## config.mk

```make
export PLATFORM = sky130hd
export DESIGN_NAME = mrfe_ctrl
export DESIGN_NICKNAME = d
export VERILOG_FILES = /design/src/sv/mrfe_pkg.sv /design/src/sv/mrfe_ctrl.sv
export SDC_FILE = /design/constraint.sdc
export NUM_CORES = 1
export LEC_CHECK = 0
export ABC_AREA = 1
export BUFFER_PORTS_ARGS = -buffer_cell sky130_fd_sc_hd__buf_2
export CAP_MARGIN = 15
export CORE_ASPECT_RATIO = 0.75
export CORE_UTILIZATION = 39
export CTS_BUF_LIST = sky130_fd_sc_hd__clkbuf_8
export CTS_CLUSTER_SIZE = 14
export DETAILED_ROUTE_END_ITERATION = 8
export PLACE_DENSITY = 0.68
export SYNTH_ARGS = -nofsm -noshare
export SYNTH_HDL_FRONTEND = slang
export SYNTH_SLANG_ARGS = --single-unit
```

## constraint.sdc

```tcl
create_clock -name i_clk -period 1.9 [get_ports i_clk]
set_input_delay 0.19 -clock i_clk [delete_from_list [all_inputs] [get_ports i_clk]]
set_output_delay 0.19 -clock i_clk [all_outputs]
set_load 0.05 [all_outputs]
```

## src/sv/mrfe_pkg.sv

```systemverilog
`default_nettype none
package mrfe_pkg;

    localparam int SCREEN_WIDTH_DEF   = 640;
    localparam int SCREEN_HEIGHT_DEF  = 200;
    localparam int ODD_PLANE_BASE_DEF = 8192;

    localparam int ADDR_W = 14;     // byte store address
    localparam int COL_W  = 12;     // pixel column incl. outline border and sums
    localparam int ROW_W  = 10;     // pixel row incl. sums
    localparam int BIDX_W = COL_W - 3;

    localparam logic [7:0] GRAY_EVEN_RST = 8'h55;
    localparam logic [7:0] GRAY_ODD_RST  = 8'hAA;
    localparam logic [7:0] PAT_BLACK     = 8'h00;
    localparam logic [7:0] PAT_WHITE     = 8'hFF;

    localparam logic [1:0] K_READ    = 2'd0;
    localparam logic [1:0] K_LINE    = 2'd1;
    localparam logic [1:0] K_OUTLINE = 2'd2;
    localparam logic [1:0] K_FILL    = 2'd3;

    localparam logic [1:0] BR_BLACK = 2'd0;
    localparam logic [1:0] BR_WHITE = 2'd1;
    localparam logic [1:0] BR_GRAY  = 2'd2;

    localparam logic [1:0] ST_DONE       = 2'd0;
    localparam logic [1:0] ST_OUTSIDE    = 2'd1;
    localparam logic [1:0] ST_BAD_HEIGHT = 2'd2;

    localparam logic CFG_GRAY_EVEN = 1'b0;
    localparam logic CFG_GRAY_ODD  = 1'b1;

    typedef struct packed {
        logic [1:0]  kind;
        logic [9:0]  pos_x;
        logic [7:0]  pos_y;
        logic [9:0]  span_width;
        logic [7:0]  span_height;
        logic [1:0]  brush;
        logic [13:0] read_address;
    } t_cmd;

    typedef struct packed {
        logic [7:0] read_data;
        logic [1:0] status;
    } t_result;

    typedef enum logic [2:0] {
        SP_FULL  = 3'd0,
        SP_TOP   = 3'd1,
        SP_BOT   = 3'd2,
        SP_LEFT  = 3'd3,
        SP_RIGHT = 3'd4
    } t_span;

    typedef struct packed {
        logic  latch;
        logic  clr_step;
        logic  span_ld;
        t_span sel;
        logic  rd_mem;
        logic  wr_mem;
        logic  fetch;
        logic  next_byte;
        logic  next_row;
    } t_dp_ctl;

    typedef struct packed {
        logic [1:0] kind;
        logic       failed;
        logic       h_zero;
        logic       span_empty;
        logic       last_byte;
        logic       last_row;
        logic       clear_done;
    } t_dp_stat;

endpackage
`default_nettype wire

```

## src/sv/mrfe_ctrl.sv

```systemverilog
`default_nettype none
module mrfe_ctrl (
    input  wire logic               i_clk,
    input  wire logic               i_rst_n,
    input  wire logic               start,
    input  wire mrfe_pkg::t_dp_stat i_stat,
    output mrfe_pkg::t_dp_ctl       o_ctl,
    output logic                    busy,
    output logic                    o_done
);
    import mrfe_pkg::*;

    typedef enum logic [8:0] {
        S_CLEAR = 9'b000000001,
        S_IDLE  = 9'b000000010,
        S_CHECK = 9'b000000100,
        S_SPAN  = 9'b000001000,
        S_RD    = 9'b000010000,
        S_WR    = 9'b000100000,
        S_NEXT  = 9'b001000000,
        S_FETCH = 9'b010000000,
        S_DONE  = 9'b100000000
    } t_state;

    t_state r_state, n_state;
    t_span  r_sel, n_sel;

    always_comb begin
        n_state = r_state;
        n_sel   = r_sel;
        o_ctl   = '0;
        o_ctl.sel = r_sel;
        case (r_state)
            S_CLEAR: begin
                o_ctl.clr_step = 1'b1;
                if (i_stat.clear_done)
                    n_state = S_IDLE;
            end
            S_IDLE: begin
                if (start) begin
                    o_ctl.latch = 1'b1;
                    n_state = S_CHECK;
                end
            end
            S_CHECK: begin
                if (i_stat.kind == K_READ) begin
                    n_state = S_FETCH;
                end else if (i_stat.failed) begin
                    n_state = S_DONE;
                end else if (i_stat.kind == K_OUTLINE) begin
                    n_sel   = SP_TOP;
                    n_state = S_SPAN;
                end else if (i_stat.h_zero) begin
                    n_state = S_DONE;
                end else begin
                    // a line is a fill one row high
                    n_sel   = SP_FULL;
                    n_state = S_SPAN;
                end
            end
            S_SPAN: begin
                o_ctl.span_ld = 1'b1;
                n_state = i_stat.span_empty ? S_NEXT : S_RD;
            end
            S_RD: begin
                o_ctl.rd_mem = 1'b1;
                n_state = S_WR;
            end
            S_WR: begin
                o_ctl.wr_mem = 1'b1;
                if (i_stat.last_byte) begin
                    n_state = S_NEXT;
                end else begin
                    o_ctl.next_byte = 1'b1;
                    n_state = S_RD;
                end
            end
            S_NEXT: begin
                n_state = S_SPAN;
                case (r_sel)
                    SP_TOP: n_sel = SP_BOT;
                    SP_BOT: begin
                        if (i_stat.h_zero)
                            n_state = S_DONE;
                        else
                            n_sel = SP_LEFT;
                    end
                    SP_LEFT: n_sel = SP_RIGHT;
                    SP_RIGHT: begin
                        if (i_stat.last_row) begin
                            n_state = S_DONE;
                        end else begin
                            o_ctl.next_row = 1'b1;
                            n_sel = SP_LEFT;
                        end
                    end
                    default: begin
                        if (i_stat.last_row)
                            n_state = S_DONE;
                        else
                            o_ctl.next_row = 1'b1;
                    end
                endcase
            end
            S_FETCH: begin
                o_ctl.fetch = 1'b1;
                n_state = S_DONE;
            end
            S_DONE: n_state = S_IDLE;
            default: n_state = S_IDLE;
        endcase
    end

    always_ff @(posedge i_clk) begin
        if (!i_rst_n) begin
            r_state <= S_CLEAR;
            r_sel   <= SP_FULL;
        end else begin
            r_state <= n_state;
            r_sel   <= n_sel;
        end
    end

    assign busy   = (r_state != S_IDLE);
    assign o_done = (r_state == S_DONE);

    a_wr_after_rd: assert property (@(posedge i_clk) disable iff (!i_rst_n)
        (r_state == S_WR) |-> $past(r_state == S_RD))
        else $error("byte write without read");

    a_done_once: assert property (@(posedge i_clk) disable iff (!i_rst_n)
        (r_state == S_DONE) |=> (r_state == S_IDLE))
        else $error("result strobe longer than one cycle");

    a_start_taken: assert property (@(posedge i_clk) disable iff (!i_rst_n)
        (r_state == S_IDLE && start) |=> (r_state == S_CHECK))
        else $error("request not taken");

    a_no_clear_later: assert property (@(posedge i_clk) disable iff (!i_rst_n)
        (r_state != S_CLEAR) |=> (r_state != S_CLEAR))
        else $error("clearing pass re-entered");

endmodule
`default_nettype wire

```

==> flow_summary.ini <==
[grt]
first_global_vias = 802
grt.total_usage_pct = 19.2
grt_antenna_before_repair = 0
grt_pass1_wl_um = 3550
grt_max_degree = 8
grt-ovfl-total = 0

[cts]
clk_latency_ps = 250
cts_htree_levels = 1
clockRootBuffer = clkbuf_8
cts_buffer_depth = 2
cts_buffers = 3
post_cts_buffers = 0
cts.clk_slew.worst_paths_ps = 60
clock-sinks = 12
cts_tree = done

[floorplan]
die_width_um = 57.2
coreArea_um2 = 2080
io_pins = 24
die_h_um = 43.4
dieArea_um2 = 2480
start_util_pct = 42.7
rows = 14

[route]
vias_per_cell = 4.85
firstDrtPassIters = 6
drt_wl_total_um = 2050
wire_per_inst_um = 10.7
drc = 2
postRouteAntennaNets = 0
initialDrtViolationCount = 25
vias = 926

[synth]
synthTopCellsByCount = 26 x nor2_1, 24 x nand2_1, 21 x inv_1, 12 x dfxtp_1, 10 x nand3_1
synth_top_area_share_pct = 27.0
synth_area_per_cell_um2 = 6.36
synth_area_leaders = dfxtp_1 27%, nor2_1 11%, nand2_1 10%
synthMostInstantiatedCell = nor2_1
seq_area_frac_synth_pct = 27.0
ys.flop_type = dfxtp_1
ys_warn_count = 0
synth_seq_cells = 12
syn_inst = 140
yosys.area.top_type = dfxtp_1
syn-num-nets = 151
ys_async_sr_fraction_pct = 0
synth_edf_count = 0
ys_types = 25
syn-cell-area_um2 = 891

[power_and_ir_drop]
power_switching_mw = 0.182
power.internal_mw = 0.475
ir_worst_vdd_mv = 0.422
p_sw_share_pct = 27.7
leakagePower_nw = 0.606
combPwrFrac_pct = 16.6
pwr-share-clk_pct = 43.4
power_density_nw_per_um2 = 598
seq_power_share_pct = 40.0

[sta]
setup_tns_ps = 0
finClkSkew_ps = 5.08
period_needed_ps = 1790
hold_viol = 0
clock.fmax_ghz = 0.557
slew_violations = 0
slew_headroom_pct = 82.3
finalSetupViolations = 0
rsz0062_at_grt = no
worst_pin_slew_ps = 265
fin_crit_sh_pct = 94.4

[setup_path]
crit_path_end_kind = primary output
worst_r2r_endpoint = r_state[4]$_SDFFE_PN0P_
critPathKind = reg2out
arrival_ps = 1600
reg2reg_slack_ps = 610
crit_end = o_ctl[1]
cp-start-kind = flop
cp-startpoint = r_state[3]$_SDFFE_PN0P_
worstPathMaxFanout = 4
reg2regPathDepth = 6
rr_startpoint = r_state[6]$_SDFFE_PN0P_
worstPathRequired_ps = 1710

[cells_and_area]
fin_nets = 179
diodes = 0
drive_gt1_share_pct = 32.3
stdcell_area_um2 = 1100
fillers = 223
synthToLayoutAreaGrowth_pct = 23.3
final_cells = 191

[place]
port-buffer-count = 23
dpl.hpwl_um = 1630
place_inst = 187
gp_congestion = 0.847
dpl_cell_area_um2 = 1040

[min_path]
hold_path.class = in2reg
min_delay_path_depth = 3

[outcome]
failed_checks = design-rule violations
status = complete, but fails checks

[flow_run]
max_cap_viol_count = 0
-- cells by family (layout without fill, tap and decap cells) --
logic type	count (synthesis)	in the layout	synth area share, %
DFF	12	12	27.0
AOI/OAI and AO/OA	8	8	4.91
and+or+nand+nor	91	91	55.5
buffers and inverters	29	56	12.6
-- power by group through the flow --
stage / Combinational, mW / Clock [mW] / Sequential, mW
2_1_floorplan: 0.0781 / 0 / 0.270
3_3_place_gp: 0.107 / 0 / 0.268
3_5_place_dp: 0.109 / 0 / 0.268
4_1_cts: 0.109 / 0.298 / 0.263
5_1_grt: 0.120 / 0.310 / 0.264
6_report: 0.109 / 0.285 / 0.263
-- worst max-delay path, cell delays in order (launching register included) --
cell	delay, ps
dfxtp_1	330
inv_2	100
nand2_4	80
nor2_8	140
inv_4	50
nor2_4	130
inv_2	40
or2_4	220
inv_1	50
clkbuf_4	220
-- worst min path at each step --
stage                        from                 endpoint  slack [ps]
final                       start  r_state[2]$_SDFFE_PN0P_         200
after global routing        start  r_state[2]$_SDFFE_PN0P_         240
after CTS                   start  r_state[2]$_SDFFE_PN0P_         200
after detailed placement    start  r_state[2]$_SDFFE_PN0P_         460
after global placement      start  r_state[2]$_SDFFE_PN0P_         460
after floorplan           i_rst_n  r_state[0]$_SDFFE_PN1P_         280
-- sequential cells by signal (all words and copies together) (netlist names) --
signal / count
r_sel: 3
r_state: 9
-- through the flow --
step	hold slack [ps]	power (mW)	util (%)	worst slack, ps
global placement	457	0.375	49.7	387
finish	203	0.657	52.7	106
CTS	196	0.670	52.3	81.1
global route	243	0.694	52.7	23.1
detailed placement	460	0.377	49.7	367
floorplan	280	0.348	-	1.28
-- area by class of cell --
type                       count  area [um^2]  share of cell area [%]
timing repair buffer          23          118                    10.7
inverter                      29          113                    10.3
sequential                    12          240                    21.9
multi-input combinational     99          543                    49.4
clock buffer                   4         55.1                    5.01
tap                           24         30.0                    2.73
-- placed cells by master (no fill, tap or decap), drive strengths merged --
cell type and count:
nor2 33, nand2 29, inv 28, buf 22
nand3 14, dfxtp 12, nand4 6, nor3 5
clkbuf 5, o21ai 4, a21oi 4, or2 3
clkinv 1, and3 1
-- timing repair --
item,4_1_cts,5_1_grt
gates resized for setup,0,2
hold buffers,0,0
setup endpoints to repair,0,1
-- metal layers --
metal / GRT usage [%] / vias up / wire [um]
met5: 0 / - / 0
met4: 5.85 / 0 / 26
met3: 6.27 / 4 / 113
met2: 27.3 / 28 / 842
met1: 27.5 / 402 / 1070
li1: - / 492 / -
(Power assumes the default switching activity.)
